<file path="src/rtl/core/imusfd_pkg.sv">
// Shared constants, types and helper functions for the serial frame decoder.
`timescale 1ns / 1ps
`default_nettype none
package imusfd_pkg;

	localparam int BUFFER_BYTES = 100;
	localparam int IDX_W        = 7;

	localparam logic [IDX_W-1:0] BUF_LAST  = IDX_W'(BUFFER_BYTES - 1);
	localparam logic [IDX_W-1:0] PAY_FIRST = IDX_W'(4);
	localparam logic [IDX_W-1:0] PAY_END   = IDX_W'(12);
	localparam logic [IDX_W-1:0] POS_TYPE  = IDX_W'(1);

	// payload bytes spread over four lanes, two frame types per lane
	localparam int PAY_LANES  = 4;
	localparam int LANE_DEPTH = 2;
	localparam int LANE_W     = $clog2(PAY_LANES);
	localparam int LANE_AW    = $clog2(LANE_DEPTH);

	localparam logic [7:0] SYNC_FIRST  = 8'hA5;
	localparam logic [7:0] SYNC_SECOND = 8'h5A;
	localparam logic [7:0] TYPE_ATT    = 8'hA1;
	localparam logic [7:0] TYPE_MOT    = 8'hA2;
	localparam logic [7:0] MIN_LEN     = 8'd3;

	localparam logic [1:0] KIND_ATT   = 2'd0;
	localparam logic [1:0] KIND_MOT   = 2'd1;
	localparam logic [1:0] KIND_OTHER = 2'd2;

	localparam logic STATUS_OK  = 1'b0;
	localparam logic STATUS_BAD = 1'b1;

	localparam logic [1:0] REG_PITCH_OFF  = 2'd0;
	localparam logic [1:0] REG_ROLL_OFF   = 2'd1;
	localparam logic [1:0] REG_GPITCH_OFF = 2'd2;
	localparam logic [1:0] REG_GROLL_OFF  = 2'd3;

	typedef struct packed {
		logic               done;
		logic               bad;
		logic [1:0]         kind;
		logic               wr_en;
		logic [LANE_W-1:0]  wr_lane;
		logic [LANE_AW-1:0] wr_addr;
		logic [7:0]         wr_data;
	} frame_evt_t;

	function automatic logic signed [15:0] sign_mag(input logic [7:0] hi, input logic [7:0] lo);
		logic signed [15:0] mag;
		mag = {1'b0, hi[6:0], lo};
		return hi[7] ? -mag : mag;
	endfunction

	function automatic logic signed [15:0] sat16(input logic signed [17:0] x);
		if (x > 18'sd32767) begin
			return 16'sh7fff;
		end else if (x < -18'sd32768) begin
			return 16'sh8000;
		end
		return x[15:0];
	endfunction

endpackage
`default_nettype wire

</file>
<file path="src/rtl/core/imusfd_rx_if.sv">
// Byte request channel into the decoder.
`timescale 1ns / 1ps
`default_nettype none
interface imusfd_rx_if;
	logic       valid;
	logic       ready;
	logic [7:0] rx_byte;

	modport source (output valid, output rx_byte, input ready);
	modport sink (input valid, input rx_byte, output ready);
endinterface
`default_nettype wire

</file>
<file path="src/rtl/core/imusfd_res_if.sv">
// Frame result channel out of the decoder.
`timescale 1ns / 1ps
`default_nettype none
interface imusfd_res_if;
	logic               valid;
	logic               ready;
	logic               frame_status;
	logic [1:0]         frame_kind;
	logic signed [15:0] pitch_out;
	logic signed [15:0] roll_out;
	logic signed [15:0] rate_x;
	logic signed [15:0] rate_y;

	modport source (output valid, output frame_status, output frame_kind, output pitch_out,
		output roll_out, output rate_x, output rate_y, input ready);
	modport sink (input valid, input frame_status, input frame_kind, input pitch_out,
		input roll_out, input rate_x, input rate_y, output ready);
endinterface
`default_nettype wire

</file>
<file path="src/rtl/core/imusfd_ram.sv">
// Generic single-write, single-read RAM with registered read-first output.
`timescale 1ns / 1ps
`default_nettype none
module imusfd_ram #(
	parameter int WIDTH = 8,
	parameter int DEPTH = 2
) (
	input  wire logic                     clk,
	input  wire logic                     we,
	input  wire logic [$clog2(DEPTH)-1:0] waddr,
	input  wire logic [WIDTH-1:0]         wdata,
	input  wire logic                     re,
	input  wire logic [$clog2(DEPTH)-1:0] raddr,
	output      logic [WIDTH-1:0]         rdata
);
	logic [WIDTH-1:0] mem [DEPTH];

	always_ff @(posedge clk) begin
		if (re) begin
			rdata <= mem[raddr];
		end
		if (we) begin
			mem[waddr] <= wdata;
		end
	end
endmodule
`default_nettype wire

</file>
<file path="src/rtl/core/imusfd_parser.sv">
// Frame tracker: sync detection, position, length, checksum and payload write steering.
`timescale 1ns / 1ps
`default_nettype none
module imusfd_parser (
	input  wire logic              clk,
	input  wire logic              arst_n,
	input  wire logic              accept,
	input  wire logic [7:0]        rx_byte,
	output      imusfd_pkg::frame_evt_t evt
);
	import imusfd_pkg::*;

	logic [IDX_W-1:0] widx_q;
	logic             hdr_q;
	logic [7:0]       len_q;
	logic [7:0]       type_q;
	logic [7:0]       sum_q;
	logic [7:0]       chk_q;

	logic             restart;
	logic             first;
	logic [7:0]       len_eff;
	logic [8:0]       pos_p2;
	logic [7:0]       pos_p1;
	logic [7:0]       sum_new;
	logic [7:0]       chk_new;
	logic [7:0]       type_new;
	logic [IDX_W-1:0] widx_next;
	logic [IDX_W-1:0] pay_idx;
	logic             in_pay;

	always_comb begin
		restart  = (rx_byte == SYNC_SECOND) && hdr_q;
		first    = (widx_q == '0);
		len_eff  = first ? rx_byte : len_q;
		pos_p2   = {2'b00, widx_q} + 9'd2;
		pos_p1   = {1'b0, widx_q} + 8'd1;
		if (first) begin
			sum_new = rx_byte;
		end else if (pos_p2 < {1'b0, len_eff}) begin
			sum_new = sum_q + rx_byte;
		end else begin
			sum_new = sum_q;
		end
		chk_new  = (pos_p2 == {1'b0, len_eff}) ? rx_byte : chk_q;
		type_new = (widx_q == POS_TYPE) ? rx_byte : type_q;
		// hold at the last slot once the buffer is full
		widx_next = (pos_p1 >= 8'(BUFFER_BYTES)) ? BUF_LAST : pos_p1[IDX_W-1:0];
		in_pay    = (widx_q >= PAY_FIRST) && (widx_q < PAY_END);
		pay_idx   = widx_q - PAY_FIRST;

		evt.done = accept && !restart && (pos_p1 == len_eff);
		evt.bad  = (len_eff < MIN_LEN) || (sum_new != chk_new);
		case (type_new)
			TYPE_ATT: evt.kind = KIND_ATT;
			TYPE_MOT: evt.kind = KIND_MOT;
			default:  evt.kind = KIND_OTHER;
		endcase
		evt.wr_en   = accept && !restart && in_pay;
		evt.wr_lane = pay_idx[LANE_W-1:0];
		evt.wr_addr = pay_idx[LANE_W +: LANE_AW];
		evt.wr_data = rx_byte;
	end

	always_ff @(posedge clk or negedge arst_n) begin
		if (!arst_n) begin
			widx_q <= '0;
			hdr_q  <= 1'b0;
			len_q  <= '0;
			type_q <= '0;
			sum_q  <= '0;
			chk_q  <= '0;
		end else if (accept) begin
			if (restart) begin
				hdr_q  <= 1'b0;
				widx_q <= '0;
			end else begin
				hdr_q  <= (rx_byte == SYNC_FIRST);
				widx_q <= widx_next;
				len_q  <= len_eff;
				type_q <= type_new;
				sum_q  <= sum_new;
				chk_q  <= chk_new;
			end
		end
	end
endmodule
`default_nettype wire

</file>
<file path="src/rtl/core/imu_serial_frame_decoder.sv">
// Top level of the length-prefixed serial frame decoder for attitude sensor data.
//
// Usage:
//   rx  : one received serial byte per request (valid/ready). The pair A5,5A
//         restarts a frame; every other byte is stored at the next position.
//         Byte 0 is the frame length, byte 1 the type, byte length-2 the
//         additive checksum over the bytes before it.
//   res : one request per completed frame: status, kind and the four
//         offset-corrected, saturated values (pitch and pitch rate negated).
//   APB : four 16-bit offset registers at byte addresses 0, 4, 8 and 12.
// Throughput is one byte per cycle while rx.ready is high. A completing byte
// of a good A1 or A2 frame issues one read of the four payload lanes; the
// result goes via the decode slot to the output register. The payload lanes
// are read-first RAMs; the byte written in the completing cycle is forwarded.
// Reset clears the frame tracker, the stored sensor values, the offsets and
// both pipeline slots; payload lanes are not cleared. When the receiver
// stalls, the decode slot and the output register hold two results, then
// rx.ready drops until the output register drains.
`timescale 1ns / 1ps
`default_nettype none
module imu_serial_frame_decoder (
	input  wire logic        clk,
	input  wire logic        arst_n,
	imusfd_rx_if.sink        rx,
	imusfd_res_if.source     res,
	input  wire logic        psel,
	input  wire logic        penable,
	input  wire logic        pwrite,
	input  wire logic [3:0]  paddr,
	input  wire logic [31:0] pwdata,
	output      logic [31:0] prdata,
	output      logic        pready
);
	import imusfd_pkg::*;

	// configuration registers
	logic signed [15:0] pitch_off_q, roll_off_q, gpitch_off_q, groll_off_q;
	logic               cfg_wr;

	assign pready = 1'b1;
	assign cfg_wr = psel && penable && pwrite;

	always_ff @(posedge clk or negedge arst_n) begin
		if (!arst_n) begin
			pitch_off_q  <= '0;
			roll_off_q   <= '0;
			gpitch_off_q <= '0;
			groll_off_q  <= '0;
		end else if (cfg_wr) begin
			case (paddr[3:2])
				REG_PITCH_OFF:  pitch_off_q  <= pwdata[15:0];
				REG_ROLL_OFF:   roll_off_q   <= pwdata[15:0];
				REG_GPITCH_OFF: gpitch_off_q <= pwdata[15:0];
				REG_GROLL_OFF:  groll_off_q  <= pwdata[15:0];
				default: ;
			endcase
		end
	end

	always_comb begin
		case (paddr[3:2])
			REG_PITCH_OFF:  prdata = {16'h0000, pitch_off_q};
			REG_ROLL_OFF:   prdata = {16'h0000, roll_off_q};
			REG_GPITCH_OFF: prdata = {16'h0000, gpitch_off_q};
			REG_GROLL_OFF:  prdata = {16'h0000, groll_off_q};
			default:        prdata = '0;
		endcase
	end

	// handshake and pipeline control
	logic in_acc;
	logic s1_valid_q;
	logic s1_adv;
	logic out_valid_q;

	assign s1_adv   = !out_valid_q || res.ready;
	assign rx.ready = !s1_valid_q || s1_adv;
	assign in_acc   = rx.valid && rx.ready;

	// frame tracker
	frame_evt_t evt;

	imusfd_parser u_parser (
		.clk     (clk),
		.arst_n  (arst_n),
		.accept  (in_acc),
		.rx_byte (rx.rx_byte),
		.evt     (evt)
	);

	// payload lanes: lane k holds payload byte k (type A1) and k+4 (type A2)
	logic                rd_en;
	logic [LANE_AW-1:0]  rd_addr;
	logic [7:0]          lane_rdata [PAY_LANES];

	assign rd_en   = evt.done && !evt.bad && (evt.kind != KIND_OTHER);
	assign rd_addr = LANE_AW'(evt.kind == KIND_MOT);

	for (genvar k = 0; k < PAY_LANES; k++) begin : g_lane
		imusfd_ram #(
			.WIDTH (8),
			.DEPTH (LANE_DEPTH)
		) u_lane (
			.clk   (clk),
			.we    (evt.wr_en && (evt.wr_lane == LANE_W'(k))),
			.waddr (evt.wr_addr),
			.wdata (evt.wr_data),
			.re    (rd_en),
			.raddr (rd_addr),
			.rdata (lane_rdata[k])
		);
	end

	// decode slot: status, kind and forwarding of the byte written with the read
	logic                 s1_bad_s1;
	logic [1:0]           s1_kind_s1;
	logic [PAY_LANES-1:0] fwd_s1;
	logic [7:0]           fwd_byte_s1;

	always_ff @(posedge clk or negedge arst_n) begin
		if (!arst_n) begin
			s1_valid_q <= 1'b0;
		end else if (in_acc && evt.done) begin
			s1_valid_q <= 1'b1;
		end else if (s1_adv) begin
			s1_valid_q <= 1'b0;
		end
	end

	always_ff @(posedge clk) begin
		if (in_acc && evt.done) begin
			s1_bad_s1   <= evt.bad;
			s1_kind_s1  <= evt.kind;
			fwd_byte_s1 <= evt.wr_data;
			for (int k = 0; k < PAY_LANES; k++) begin
				fwd_s1[k] <= evt.wr_en && (evt.wr_lane == LANE_W'(k))
					&& (evt.wr_addr == rd_addr);
			end
		end
	end

	// sensor values of the last valid frames
	logic signed [15:0] pitch_q, roll_q, groll_q, gpitch_q;
	logic [7:0]         pay [PAY_LANES];
	logic signed [15:0] val_a, val_b;
	logic signed [15:0] pitch_n, roll_n, groll_n, gpitch_n;
	logic               s1_ok;

	always_comb begin
		for (int k = 0; k < PAY_LANES; k++) begin
			pay[k] = fwd_s1[k] ? fwd_byte_s1 : lane_rdata[k];
		end
		val_a = sign_mag(pay[0], pay[1]);
		val_b = sign_mag(pay[2], pay[3]);
		s1_ok = s1_valid_q && !s1_bad_s1;
		pitch_n  = (s1_ok && s1_kind_s1 == KIND_ATT) ? val_a : pitch_q;
		roll_n   = (s1_ok && s1_kind_s1 == KIND_ATT) ? val_b : roll_q;
		groll_n  = (s1_ok && s1_kind_s1 == KIND_MOT) ? val_a : groll_q;
		gpitch_n = (s1_ok && s1_kind_s1 == KIND_MOT) ? val_b : gpitch_q;
	end

	always_ff @(posedge clk or negedge arst_n) begin
		if (!arst_n) begin
			pitch_q  <= '0;
			roll_q   <= '0;
			groll_q  <= '0;
			gpitch_q <= '0;
		end else if (s1_adv && s1_ok) begin
			pitch_q  <= pitch_n;
			roll_q   <= roll_n;
			groll_q  <= groll_n;
			gpitch_q <= gpitch_n;
		end
	end

	// offset correction, 18 bits so the difference cannot wrap
	logic signed [17:0] d_pitch, d_roll, d_rx, d_ry;

	always_comb begin
		d_pitch = {{2{pitch_off_q[15]}}, pitch_off_q} - {{2{pitch_n[15]}}, pitch_n};
		d_roll  = {{2{roll_n[15]}}, roll_n} - {{2{roll_off_q[15]}}, roll_off_q};
		d_rx    = {{2{gpitch_off_q[15]}}, gpitch_off_q} - {{2{gpitch_n[15]}}, gpitch_n};
		d_ry    = {{2{groll_n[15]}}, groll_n} - {{2{groll_off_q[15]}}, groll_off_q};
	end

	// output register
	logic               o_status_q;
	logic [1:0]         o_kind_q;
	logic signed [15:0] o_pitch_q, o_roll_q, o_rx_q, o_ry_q;

	always_ff @(posedge clk or negedge arst_n) begin
		if (!arst_n) begin
			out_valid_q <= 1'b0;
		end else if (s1_adv) begin
			out_valid_q <= s1_valid_q;
		end
	end

	always_ff @(posedge clk) begin
		if (s1_adv && s1_valid_q) begin
			if (s1_bad_s1) begin
				// checksum mismatch or short length: report zeros
				o_status_q <= STATUS_BAD;
				o_kind_q   <= KIND_ATT;
				o_pitch_q  <= '0;
				o_roll_q   <= '0;
				o_rx_q     <= '0;
				o_ry_q     <= '0;
			end else begin
				o_status_q <= STATUS_OK;
				o_kind_q   <= s1_kind_s1;
				o_pitch_q  <= sat16(d_pitch);
				o_roll_q   <= sat16(d_roll);
				o_rx_q     <= sat16(d_rx);
				o_ry_q     <= sat16(d_ry);
			end
		end
	end

	assign res.valid        = out_valid_q;
	assign res.frame_status = o_status_q;
	assign res.frame_kind   = o_kind_q;
	assign res.pitch_out    = o_pitch_q;
	assign res.roll_out     = o_roll_q;
	assign res.rate_x       = o_rx_q;
	assign res.rate_y       = o_ry_q;
endmodule
`default_nettype wire
</file>
<file path="src/flat_wrapper.sv">
// flat-port wrapper written by rule: the top's interface ports become plain ports
module imu_serial_frame_decoder_flat import imusfd_pkg::*;
  (clk, arst_n, psel, penable, pwrite, paddr, pwdata, prdata, pready, rx_valid, rx_rx_byte, rx_ready, res_valid, res_frame_status, res_frame_kind, res_pitch_out, res_roll_out, res_rate_x, res_rate_y, res_ready);
  imusfd_rx_if rx_i ();
  imusfd_res_if res_i ();
  input  wire logic clk;
  input  wire logic arst_n;
  input  wire logic psel;
  input  wire logic penable;
  input  wire logic pwrite;
  input  wire logic [3:0] paddr;
  input  wire logic [31:0] pwdata;
  output      logic [31:0] prdata;
  output      logic pready;
  input wire logic [$bits(rx_i.valid)-1:0] rx_valid;
  input wire logic [$bits(rx_i.rx_byte)-1:0] rx_rx_byte;
  output wire logic [$bits(rx_i.ready)-1:0] rx_ready;
  output wire logic [$bits(res_i.valid)-1:0] res_valid;
  output wire logic [$bits(res_i.frame_status)-1:0] res_frame_status;
  output wire logic [$bits(res_i.frame_kind)-1:0] res_frame_kind;
  output wire logic [$bits(res_i.pitch_out)-1:0] res_pitch_out;
  output wire logic [$bits(res_i.roll_out)-1:0] res_roll_out;
  output wire logic [$bits(res_i.rate_x)-1:0] res_rate_x;
  output wire logic [$bits(res_i.rate_y)-1:0] res_rate_y;
  input wire logic [$bits(res_i.ready)-1:0] res_ready;
  assign rx_i.valid = rx_valid;
  assign rx_i.rx_byte = rx_rx_byte;
  assign rx_ready = rx_i.ready;
  assign res_valid = res_i.valid;
  assign res_frame_status = res_i.frame_status;
  assign res_frame_kind = res_i.frame_kind;
  assign res_pitch_out = res_i.pitch_out;
  assign res_roll_out = res_i.roll_out;
  assign res_rate_x = res_i.rate_x;
  assign res_rate_y = res_i.rate_y;
  assign res_i.ready = res_ready;
  imu_serial_frame_decoder u_core (.clk(clk), .arst_n(arst_n), .rx(rx_i), .res(res_i), .psel(psel), .penable(penable), .pwrite(pwrite), .paddr(paddr), .pwdata(pwdata), .prdata(prdata), .pready(pready));
endmodule
</file>
<file path="config.mk">
export PLATFORM = sky130hd
export DESIGN_NAME = imu_serial_frame_decoder_flat
export DESIGN_NICKNAME = d
export VERILOG_FILES = /design/src/rtl/core/imusfd_pkg.sv /design/src/rtl/core/imusfd_rx_if.sv /design/src/rtl/core/imusfd_res_if.sv /design/src/rtl/core/imusfd_ram.sv /design/src/rtl/core/imusfd_parser.sv /design/src/rtl/core/imu_serial_frame_decoder.sv /design/src/flat_wrapper.sv
export SDC_FILE = /design/constraint.sdc
export NUM_CORES = 1
export LEC_CHECK = 0
export BUFFER_PORTS_ARGS = -buffer_cell sky130_fd_sc_hd__buf_2
export CELL_PAD_IN_SITES_DETAIL_PLACEMENT = 1
export CELL_PAD_IN_SITES_GLOBAL_PLACEMENT = 1
export CORE_MARGIN = 1
export CORE_UTILIZATION = 53
export DETAILED_ROUTE_END_ITERATION = 8
export MAX_ROUTING_LAYER = met4
export PLACE_DENSITY_LB_ADDON = 0.05
export SYNTH_ARGS = -nofsm -noshare
export SYNTH_HDL_FRONTEND = slang
export SYNTH_SLANG_ARGS = --single-unit
</file>
<file path="constraint.sdc">
create_clock -name clk -period 21.3 [get_ports clk]
set_input_delay 2.13 -clock clk [delete_from_list [all_inputs] [get_ports clk]]
set_output_delay 2.13 -clock clk [all_outputs]
set_load 0.005 [all_outputs]
</file>
==> results.py, run 1 <==
metrics = {
    "worst_setup_path": {
        "r2r-end": "u_core.res.roll_out[14]",
        "critical_path_buf_inv_count": 1,
        "worst-path-max-fanout": 17,
        "crit_path_max_incr_delay_ns": 0.96,
        "crit_arrival_ns": 6.81,
        "cp_num_cells": 18,
        "end_kind": "register",
        "startpoint_type": "register",
        "critical_path_class": "register to register",
        "critical-path-top-delay-family": "compound AO/OA/AOI/OAI gates",
        "cp_common_cell": "a21oi_1",
        "path_cells": "mux2i_1, ha_1, a21oi_1, nor2_1, a21oi_1, inv_1, ha_1, nor2b_1, o21a_1, o21ai_0, a21oi_1, a21bo_2, a211oi_1, o31ai_1, a2111oi_0, nor3_1, maj3_1, nor2_1",
        "cp-endpoint": "u_core.res.roll_out[14]",
        "r2r_slack_ns": 14.78,
        "r2r-start": "u_core.fwd_s1[3]",
        "cp_slowest_cell": "nor3_1",
        "crit_start": "u_core.fwd_s1[3]",
        "reg2reg_depth": 18,
        "cp.required_ns": 21.59,
    },
    "global_routing": {
        "grt_max_degree": 68,
        "grt_remaining_overflow": 0,
        "antenna_found_initial": 1,
        "grt_pass1_vias": 15549,
        "grt_pass1_wl_mm": 89.2,
        "grtUsageTotal": 0.311,
    },
    "synthesis": {
        "synth_edf_count": 178,
        "synth.area.top_cells": "edfxtp_1 27%, dfrtp_1 21%, mux2_2 7.6%, ha_1 4.5%, o21ai_0 3.5%",
        "netlist.area_leader.share": 0.266,
        "synthFlopType": "edfxtp_1",
        "synth_cells": 1849,
        "yosysWarnings": 0,
        "synthDistinctLibCells": 102,
        "ys_ff_latch": 348,
        "mappedNetlistArea_sq_um": 20100,
        "yosysSeqAreaShare": 0.478,
        "postSynthAreaPerCell_sq_um": 10.9,
        "ys_async_sr_fraction": 0.489,
        "synth_top_area_cell": "edfxtp_1",
    },
    "detailed_routing": {
        "num_vias": 14993,
        "wl_mm": 57.4,
        "drc": 0,
        "detail_route.wl_per_cell_um": 23.3,
        "drtIter0Drc": 693,
        "vias_per_cell": 6.09,
        "final_antenna_net_count": 0,
        "drtPass1Iterations": 5,
    },
    "power": {
        "power_mw": 2.33,
        "p_clk_frac": 0.303,
        "p_int_mw": 1.53,
        "swShare": 0.344,
        "irDropWorstVdd_uv": 75.5,
        "seqPwrFrac": 0.381,
        "p_leak_nw": 9.09,
        "comb_power_share": 0.316,
        "pwr_density_cell_nw_per_um2": 104,
        "switching_power_uw": 803,
    },
    "clock_network": {
        "cts_buffers": 40,
        "cts_root_buf": "clkbuf_16",
        "cts_resized": 0,
        "cts_max_path_buffers": 3,
        "ctsHoldBuffers": 0,
        "htree_levels": 2,
        "cts.sinks": 348,
        "clock_latency_ns": 0.58,
        "cts_tree": "yes",
        "cts_setup_buffers": 0,
        "clkTransAtPathRegs_ns": 0.06,
    },
    "floorplanning": {
        "row_count": 70,
        "die_w_um": 197,
        "die_area_sq_um": 38700,
        "io_pins": 153,
        "core-area_sq_um": 37000,
        "initial_core_util": 0.544,
        "die_h_um": 197,
    },
    "timing": {
        "rsz0062_at_grt": "no",
        "tns_ns": 0,
        "finClkSkew_ns": 0.0171,
        "slew_headroom": 0.224,
        "finalHoldViolCount": 0,
        "timing.fmax_mhz": 153,
        "setup_viol": 0,
        "min_period_ns": 6.52,
        "final.period_utilization": 0.306,
        "drv_slew": 0,
        "tightest_slew_ns": 1.15,
    },
    "finish": {
        "regMostFlops": "u_core.g_lane.u_lane.mem",
        "final_common_cell": "nand2_1",
        "reg_top3": "u_core.g_lane.u_lane.mem (64), u_core.g_lane.u_lane.rdata (32)",
        "area_growth_pct": 11.2,
        "layout-drive-gt1-share": 0.204,
        "finalInstanceArea_sq_um": 22300,
        "utilization": 0.605,
        "layout_common_cells": "181 x nand2_1, 178 x edfxtp_1, 170 x dfrtp_1, 140 x o21ai_0, 135 x mux2_2",
        "nNetsFinal": 2055,
        "largest_register_ffs": 64,
    },
    "status": {
        "outcome": "completed",
    },
    "run": {
        "maxCapViolCount": 0,
    },
    "placed_design": {
        "io_buffer_count": 117,
        "place_area_sq_um": 21000,
        "dp_hpwl_mm": 41.8,
        "place_congestion": 0.895,
    },
    "worst_hold_path": {
        "hold_path_class": "register to register",
    },
}
-- final cells by class --
cell class | instances | area, sq um
tap | 504 | 631
clock buffer | 47 | 1060
fill | 3992 | 14600
sequential | 348 | 9600
timing repair buffer | 135 | 727
inverter | 66 | 248
antenna | 1 | 2.50
multi-input combinational | 1336 | 9800
clock inverter | 25 | 282
-- per-layer routing --
layer,up-vias,share of wire,wire [um],GRT usage
met2,319,0.50,28800,0.523
met3,104,0.038,2170,0.0361
met5,-,0,0,-
met4,0,0.034,1980,0.120
met1,7669,0.43,24500,0.385
li1,6901,-,-,-
-- worst reg2reg max path, delay by kind of cell, from the launching register on --
kind | cells | cell delay, ns
buffers and inverters | 1 | 0.09
muxes | 1 | 0.72
AOI/OAI and AO/OA | 9 | 2.31
and+or+nand+nor | 4 | 1.28
DFF | 1 | 0.81
adders and majority gates | 3 | 1.01
-- power groups by stage --
stage                     Clock [mW]  Sequential [mW]  Combinational [mW]
final                          0.707            0.888               0.737
after global routing           0.741            0.897               0.808
after CTS                      0.718            0.887               0.736
after detailed placement           0            0.899               0.726
after global placement             0            0.891               0.691
after floorplan                    0            0.856               0.546
-- synthesized netlist by cell type, types with 7 or more instances --
cell / n
o21bai_1: 7
and3_1: 15
o211ai_1: 11
clkbuf_1: 68
nor3_1: 36
nand2b_1: 14
mux2i_1: 46
a21o_1: 20
nor2_1: 86
xnor2_1: 68
ha_1: 72
nand4_1: 14
nand2_1: 181
o22ai_1: 18
a211oi_1: 7
buf_2: 16
a21oi_1: 99
nand3_1: 29
o31ai_1: 11
edfxtp_1: 178
o21ai_0: 140
dfrtp_1: 170
mux2_2: 135
inv_1: 66
mux4_2: 16
buf_1: 9
maj3_1: 23
or3_1: 14
buf_4: 19
nor2b_1: 13
and2_1: 22
o21a_1: 16
xor2_1: 42
a31oi_1: 16
-- stage by stage --
stage	instances	hold slack, ns	setup slack (ns)
global route	2462	0.517	14.49
finish	2462	0.479	14.78
detailed placement	2389	0.468	14.78
CTS	2461	0.480	14.92
floorplan	1864	0.421	14.05
global placement	2389	0.457	14.90
-- worst min-delay path by stage --
stage / start / to / slack (ns) / depth (start not counted)
CTS: u_core.u_parser.hdr_q / u_core.u_parser.hdr_q / 0.48 / 2
global placement: u_core.u_parser.hdr_q / u_core.u_parser.hdr_q / 0.46 / 2
floorplan: u_core.s1_bad_s1 / u_core.res.frame_status / 0.42 / 0
finish: u_core.gpitch_q[6] / u_core.gpitch_q[6] / 0.48 / 2
detailed placement: u_core.u_parser.hdr_q / u_core.u_parser.hdr_q / 0.47 / 2
global route: u_core.u_parser.hdr_q / u_core.u_parser.hdr_q / 0.52 / 2
-- logic make-up (layout without fill, tap and decap cells) --
| group | after synthesis | count (layout) | synth area share |
|---|---|---|---|
| AOI/OAI and AO/OA | 432 | 432 | 0.139 |
| xor gates and xnor gates | 110 | 110 | 0.0479 |
| adders and majority gates | 103 | 103 | 0.0629 |
| buffers and inverters | 180 | 273 | 0.0389 |
| DFF | 348 | 348 | 0.478 |
| muxes | 198 | 198 | 0.117 |
| other | 2 | 18 | 0.000374 |
| and+or+nand+nor | 476 | 476 | 0.116 |
Power figures use the tool's default switching activity.
==> inputs of run 2 (changes only) <==
--- a/config.mk
+++ b/config.mk
@@ -5,11 +5,12 @@
 export SDC_FILE = /design/constraint.sdc
 export NUM_CORES = 1
 export LEC_CHECK = 0
+export ABC_AREA = 1
 export BUFFER_PORTS_ARGS = -buffer_cell sky130_fd_sc_hd__buf_2
 export CELL_PAD_IN_SITES_DETAIL_PLACEMENT = 1
 export CELL_PAD_IN_SITES_GLOBAL_PLACEMENT = 1
 export CORE_MARGIN = 1
-export CORE_UTILIZATION = 53
+export CORE_UTILIZATION = 46
 export DETAILED_ROUTE_END_ITERATION = 8
 export MAX_ROUTING_LAYER = met4
 export PLACE_DENSITY_LB_ADDON = 0.05
==> constraint.sdc (replaced) <==
create_clock -name clk -period 6.3 [get_ports clk]
set_input_delay 0.63 -clock clk [delete_from_list [all_inputs] [get_ports clk]]
set_output_delay 0.63 -clock clk [all_outputs]
set_load 0.005 [all_outputs]
==> run 2 against run 1 <==
  * Clock-buffer cell count up 11
  * First-iteration DRC count increased by 25%
  * Global-route usage fell by 1.2 points
  * Die area grew 15%
  * Final cell count up 27%
  * Critical path type unchanged
==> results.py, run 2 <==
metrics = {
    "power": {
        "comb_power_share": 0.429,
        "p_leak_nw": 10.5,
        "pwr_density_cell_nw_per_um2": 442,
        "power_mw": 9.99,
        "swShare": 0.409,
        "switching_power_mw": 4.09,
        "seqPwrFrac": 0.323,
        "p_int_mw": 5.90,
        "irDropWorstVdd_uv": 263,
        "p_clk_frac": 0.248,
    },
    "synthesis": {
        "synth_edf_count": 178,
        "synth_common_cells": "762 x nand2_1, 243 x o21ai_0, 224 x inv_1",
        "synthDistinctLibCells": 56,
        "ys_async_sr_fraction": 0.489,
        "synth_cells": 2408,
        "netlist.area_leader.share": 0.267,
        "synth_most_common_cell": "nand2_1",
        "mappedNetlistArea_sq_um": 20000,
        "ys_ff_latch": 348,
        "yosysWarnings": 0,
        "synth.area.top_cells": "edfxtp_1 27%, dfrtp_1 21%, nand2_1 14%, o21ai_0 6.1%, ha_1 4.5%",
        "synth_top_area_cell": "edfxtp_1",
        "synthFlopType": "edfxtp_1",
        "yosysSeqAreaShare": 0.479,
        "postSynthAreaPerCell_sq_um": 8.33,
    },
    "floorplanning": {
        "core-area_sq_um": 43100,
        "die_w_um": 211,
        "initial_core_util": 0.465,
        "die_h_um": 211,
        "die_area_sq_um": 44400,
        "row_count": 76,
        "io_pins": 153,
    },
    "worst_hold_path": {
        "holdCritStartpoint": "res_ready",
        "hold_path_class": "input pin to register",
        "worstHoldEndpoint": "u_core.res.valid",
        "worstHoldPathCells": 2,
    },
    "detailed_routing": {
        "vias_per_cell": 5.35,
        "drtPass1Iterations": 5,
        "wl_mm": 63.0,
        "num_vias": 16765,
        "detail_route.wl_per_cell_um": 20.1,
        "final_antenna_net_count": 0,
        "drc": 0,
        "drtIter0Drc": 864,
    },
    "clock_network": {
        "cts.sinks": 348,
        "clkTransAtPathRegs_ns": 0.06,
        "clock_latency_ns": 0.60,
        "htree_levels": 2,
        "cts_max_path_buffers": 3,
        "cts_resized": 0,
        "cts_root_buf": "clkbuf_16",
        "cts_buffers": 41,
        "cts_tree": "yes",
    },
    "worst_setup_path": {
        "worst-path-max-fanout": 32,
        "critical_path_class": "register to register",
        "r2r-start": "u_core.u_parser.widx_q[0]",
        "startpoint_type": "register",
        "r2r-end": "u_core.g_lane[1].u_lane.rdata[6]",
        "r2r_slack_ns": 1.01,
        "path_cells": "inv_1, ha_1, nand3_1, buf_4, inv_1, nor2_1, nor2_1, inv_1, ha_1, a21oi_1, nor2_1, a211oi_1, nand2_1, nand2_1, o21ai_0, o21ai_0, xor2_1, nand3_1, nor3_1, nand4_1, nor2_2, buf_4",
        "crit_arrival_ns": 5.52,
        "cp_slowest_cell": "dfrtp_1",
        "cp.required_ns": 6.52,
        "reg2reg_depth": 22,
        "end_kind": "register",
        "crit_path_max_incr_delay_ns": 0.46,
    },
    "timing": {
        "drv_slew": 0,
        "final.period_utilization": 0.840,
        "rsz0062_at_grt": "no",
        "timing.fmax_mhz": 189,
        "tightest_slew_ns": 1.17,
        "slew_headroom": 0.223,
        "hold_ws_ns": 0.245,
        "finalHoldViolCount": 0,
        "finClkSkew_ns": 0.0283,
        "setup_viol": 0,
        "tns_ns": 0,
        "min_period_ns": 5.29,
    },
    "placed_design": {
        "dp_hpwl_mm": 47.4,
        "io_buffer_count": 117,
        "place_congestion": 0.897,
    },
    "global_routing": {
        "grt_max_degree": 67,
        "grt_remaining_overflow": 0,
        "grt_pass1_vias": 17264,
        "antenna_found_initial": 0,
        "grt_pass1_wl_mm": 98.1,
        "grtUsageTotal": 0.299,
    },
    "finish": {
        "largest_register_ffs": 64,
        "area_growth_pct": 12.6,
        "nNetsFinal": 2644,
        "diodes": 0,
        "reg_top3": "u_core.g_lane.u_lane.mem (64), u_core.g_lane.u_lane.rdata (32)",
        "layout-drive-gt1-share": 0.126,
        "regMostFlops": "u_core.g_lane.u_lane.mem",
        "utilization": 0.524,
        "nFillCells": 5198,
        "layout_common_cells": "762 x nand2_1, 243 x o21ai_0, 224 x inv_1, 178 x edfxtp_1, 170 x dfrtp_1",
        "final_common_cell": "nand2_1",
    },
    "run": {
        "maxCapViolCount": 0,
    },
    "status": {
        "outcome": "completed",
    },
}
==> run 2: changes by cell type after synthesis, sizes merged, moves of 22 or more <==
| cell | delta |
|---|---|
| and2 | -24 |
| inv | +167 |
| maj3 | -26 |
| mux2 | -135 |
| mux2i | -45 |
| nand2 | +623 |
| nand3 | +127 |
| nor2 | +60 |
| nor3 | -22 |
| o21ai | +106 |
| xnor2 | -42 |
==> run 2: critical path: cells and delay by family (launching register included) <==
family                     cells  cell delay [ns]
AOI/OAI and AO/OA              4             0.75
xor gates and xnor gates       1             0.17
adders and majority gates      2             0.55
buffers and inverters          5             1.29
DFF                            1             0.46
and+or+nand+nor               10             1.69
==> run 2: worst max-delay path by stage <==
stage | startpoint | end | slack (ns) | cells after the start
5_1_grt | u_core.u_parser.widx_q[0] | u_core.g_lane[1].u_lane.rdata[6] | 0.55 | 22
3_3_place_gp | u_core.u_parser.widx_q[0] | u_core.g_lane[3].u_lane.rdata[2] | 1.17 | 22
6_report | u_core.u_parser.widx_q[0] | u_core.g_lane[1].u_lane.rdata[6] | 1.01 | 22
4_1_cts | u_core.u_parser.widx_q[0] | u_core.g_lane[1].u_lane.rdata[6] | 0.97 | 22
3_5_place_dp | u_core.u_parser.widx_q[0] | u_core.g_lane[2].u_lane.rdata[1] | 1.04 | 22
2_1_floorplan | u_core.u_parser.widx_q[0] | u_core.g_lane[0].u_lane.rdata[0] | 1.41 | 23
==> run 2: area by class of cell <==
| class | count | area (sq um) | share of cell area |
|---|---|---|---|
| clock inverter | 18 | 259 | 0.0115 |
| tap | 585 | 732 | 0.0324 |
| timing repair buffer | 140 | 767 | 0.0340 |
| clock buffer | 58 | 1150 | 0.0509 |
| multi-input combinational | 1751 | 9180 | 0.407 |
| sequential | 348 | 9600 | 0.425 |
| inverter | 234 | 881 | 0.0390 |
==> run 2: repair_timing <==
| item | in CTS | in global routing |
|---|---|---|
| hold buffers | 1 | 0 |
| buffers inserted | 0 | 0 |
| endpoints found under the hold margin | 40 | 0 |
==> run 2: per-stage QoR <==
stage	worst slack, ns	instance area (sq um)	instances
floorplan	1.41	20100	2423
global placement	1.17	21200	3057
detailed placement	1.04	21200	3057
CTS	0.973	22600	3134
global route	0.548	22600	3134
finish	1.01	22600	3134
==> run 2: cells by family after synthesis <==
kind of cell	synth area share
and+or+nand+nor	0.254
adders and majority gates	0.0499
buffers and inverters	0.0674
AOI/OAI and AO/OA	0.112
other	0.000375
muxes	0.000999
xor gates and xnor gates	0.0358
DFF	0.479
==> run 2: power by group through the flow <==
| stage | combinational, mW | sequential [mW] | clock [mW] |
|---|---|---|---|
| 2_1_floorplan | 3.18 | 3.14 | 0 |
| 3_3_place_gp | 4.10 | 3.24 | 0 |
| 3_5_place_dp | 4.27 | 3.26 | 0 |
| 4_1_cts | 4.31 | 3.22 | 2.53 |
| 5_1_grt | 4.87 | 3.27 | 2.59 |
| 6_report | 4.28 | 3.22 | 2.48 |
==> run 2: layer usage <==
layer,part of all wire,GRT usage,vias up
met5,0,-,-
met4,0.042,0.126,0
met3,0.037,0.0346,111
met2,0.49,0.498,308
met1,0.43,0.368,8180
li1,-,-,8166
==> inputs of run 3 (changes only) <==
==> constraint.sdc (replaced) <==
create_clock -name clk -period 5.1 [get_ports clk]
set_input_delay 0.51 -clock clk [delete_from_list [all_inputs] [get_ports clk]]
set_output_delay 0.51 -clock clk [all_outputs]
set_load 0.005 [all_outputs]
==> run 3 against run 2 <==
  * The flow now finishes with violations (negative hold slack)
  * Worst setup slack got worse by 0.54 ns
  * Sequential share of layout area down 0.057 points
  * Via count up 0.89%
  * Sequential power grew 23%
==> results.py, run 3 (synthesis gave the netlist of run 2 again) <==
metrics = {
    "timing": {
        "drv_slew": 0,
        "slew_headroom": 0.215,
        "min_period_ns": 4.64,
        "rsz0062_at_grt": "no",
        "tightest_slew_ns": 1.18,
        "final.period_utilization": 0.909,
        "finalHoldViolCount": 8,
        "finalWorstSetupSlack_ns": 0.464,
        "setup_viol": 0,
        "tns_ns": 0,
        "finClkSkew_ns": 0.0113,
        "timing.fmax_mhz": 216,
        "hold_ws_ns": -0.0171,
    },
    "finish": {
        "nNetsFinal": 2658,
        "finalInstanceArea_sq_um": 22600,
        "largest_register_ffs": 64,
        "layout_common_cells": "761 x nand2_1, 243 x o21ai_0, 223 x inv_1, 178 x edfxtp_1, 170 x dfrtp_1",
        "regMostFlops": "u_core.g_lane.u_lane.mem",
        "final_common_cell": "nand2_1",
        "nFillCells": 5231,
        "diodes": 0,
        "reg_top3": "u_core.g_lane.u_lane.mem (64), u_core.g_lane.u_lane.rdata (32)",
        "layout-drive-gt1-share": 0.133,
        "area_growth_pct": 12.7,
    },
    "global_routing": {
        "grt_max_degree": 89,
        "grt_remaining_overflow": 0,
        "antenna_found_initial": 0,
        "grtUsageTotal": 0.298,
        "grt_pass1_vias": 17543,
        "grt_pass1_wl_mm": 98.4,
    },
    "floorplanning": {
        "die_w_um": 211,
        "row_count": 76,
        "core-area_sq_um": 43100,
        "die_area_sq_um": 44400,
        "die_h_um": 211,
        "initial_core_util": 0.465,
        "io_pins": 153,
    },
    "worst_setup_path": {
        "crit_arrival_ns": 4.91,
        "startpoint_type": "register",
        "r2r-end": "u_core.g_lane[3].u_lane.rdata[3]",
        "r2r-start": "u_core.u_parser.widx_q[0]",
        "critical_path_class": "register to register",
        "r2r_slack_ns": 0.46,
        "cp.required_ns": 5.37,
        "worst-path-max-fanout": 32,
        "reg2reg_depth": 23,
        "end_kind": "register",
    },
    "run": {
        "maxCapViolCount": 0,
    },
    "clock_network": {
        "ctsHoldBuffers": 0,
        "clock_latency_ns": 0.58,
        "cts_max_path_buffers": 3,
        "cts.sinks": 348,
        "cts_buffers": 41,
        "cts_root_buf": "clkbuf_16",
        "cts_resized": 0,
        "cts_setup_buffers": 0,
        "htree_levels": 2,
        "cts_tree": "yes",
        "clkTransAtPathRegs_ns": 0.06,
    },
    "detailed_routing": {
        "num_vias": 16915,
        "top_layer_used": "met4",
        "drtIter0Drc": 998,
        "drtPass1Iterations": 5,
        "wl_met2_mm": 31.0,
        "wl_met1_mm": 27.5,
        "vias_per_cell": 5.38,
        "drc": 0,
        "dr_wl_met3_mm": 2.22,
        "final_antenna_net_count": 0,
        "wl_mm": 62.9,
        "detail_route.wl_per_cell_um": 20.0,
    },
    "worst_hold_path": {
        "hold_path_class": "input pin to asynchronous set/reset pin",
    },
    "placed_design": {
        "place_congestion": 0.918,
        "place_ws_ns": 0.254,
        "dp_hpwl_mm": 47.7,
        "io_buffer_count": 117,
        "place_area_sq_um": 21300,
    },
    "power": {
        "power_mw": 12.2,
        "irDropWorstVdd_uv": 385,
        "pwr_density_cell_nw_per_um2": 539,
        "p_leak_nw": 10.6,
    },
    "status": {
        "violations": "negative hold slack",
        "outcome": "finished, violations left",
    },
}
run 3: critical path, stage by stage, from the launching register on:
cell and delay [ns]:
dfrtp_1 0.46, inv_1 0.18, ha_1 0.26, nand3_1 0.18, buf_4 0.21, nor2_1 0.08
nor2_1 0.24, inv_1 0.10, ha_1 0.32, a21oi_1 0.13, nor2_1 0.06, a211oi_1 0.25
nand2_2 0.20, buf_4 0.20, a21oi_1 0.11, o21ai_0 0.12, o21ai_0 0.29, nand2_1 0.12
nand2_1 0.08, nand2_1 0.06, nor2_1 0.09, nand4_1 0.17, nor2_2 0.18, buf_12 0.22
run 3: report_power, final:
group	switching (mW)	internal [mW]	leakage [nW]
registers	0.356	3.61	3.77
logic	3.44	1.91	6.15
clock network	1.25	1.62	0.631
run 3: routing by layer:
layer	vias up	track usage
met5	-	-
met4	0	0.111
met3	105	0.0315
met2	299	0.505
met1	8332	0.368
li1	8179	-
run 3: cell type report:
class | instances | area [sq um] | share of cell area
Clock buffer | 49 | 1070 | 0.0473
Clock inverter | 25 | 223 | 0.00985
Inverter | 234 | 885 | 0.0391
Multi-Input combinational cell | 1751 | 9200 | 0.407
Sequential cell | 348 | 9600 | 0.425
Tap cell | 585 | 732 | 0.0324
Timing Repair Buffer | 154 | 895 | 0.0396
run 3: worst max path at each step:
stage | start | endpoint | slack (ns)
2_1_floorplan | u_core.u_parser.widx_q[0] | u_core.g_lane[0].u_lane.rdata[0] | 0.21
3_3_place_gp | u_core.fwd_s1[3] | u_core.res.roll_out[5] | 0.43
3_5_place_dp | u_core.fwd_s1[3] | u_core.res.roll_out[5] | 0.25
4_1_cts | u_core.fwd_s1[3] | u_core.res.roll_out[5] | 0.24
5_1_grt | u_core.fwd_s1[3] | u_core.res.roll_out[5] | 0.04
6_report | u_core.u_parser.widx_q[0] | u_core.g_lane[3].u_lane.rdata[3] | 0.46
run 3: per-stage QoR:
stage,hold slack [ns],util,std cells
6_report,-0.0171,0.525,3146
5_1_grt,0.0483,0.525,3146
4_1_cts,0.0164,0.524,3146
3_5_place_dp,0.467,0.494,3072
3_3_place_gp,0.457,0.494,3072
2_1_floorplan,0.214,-,2423
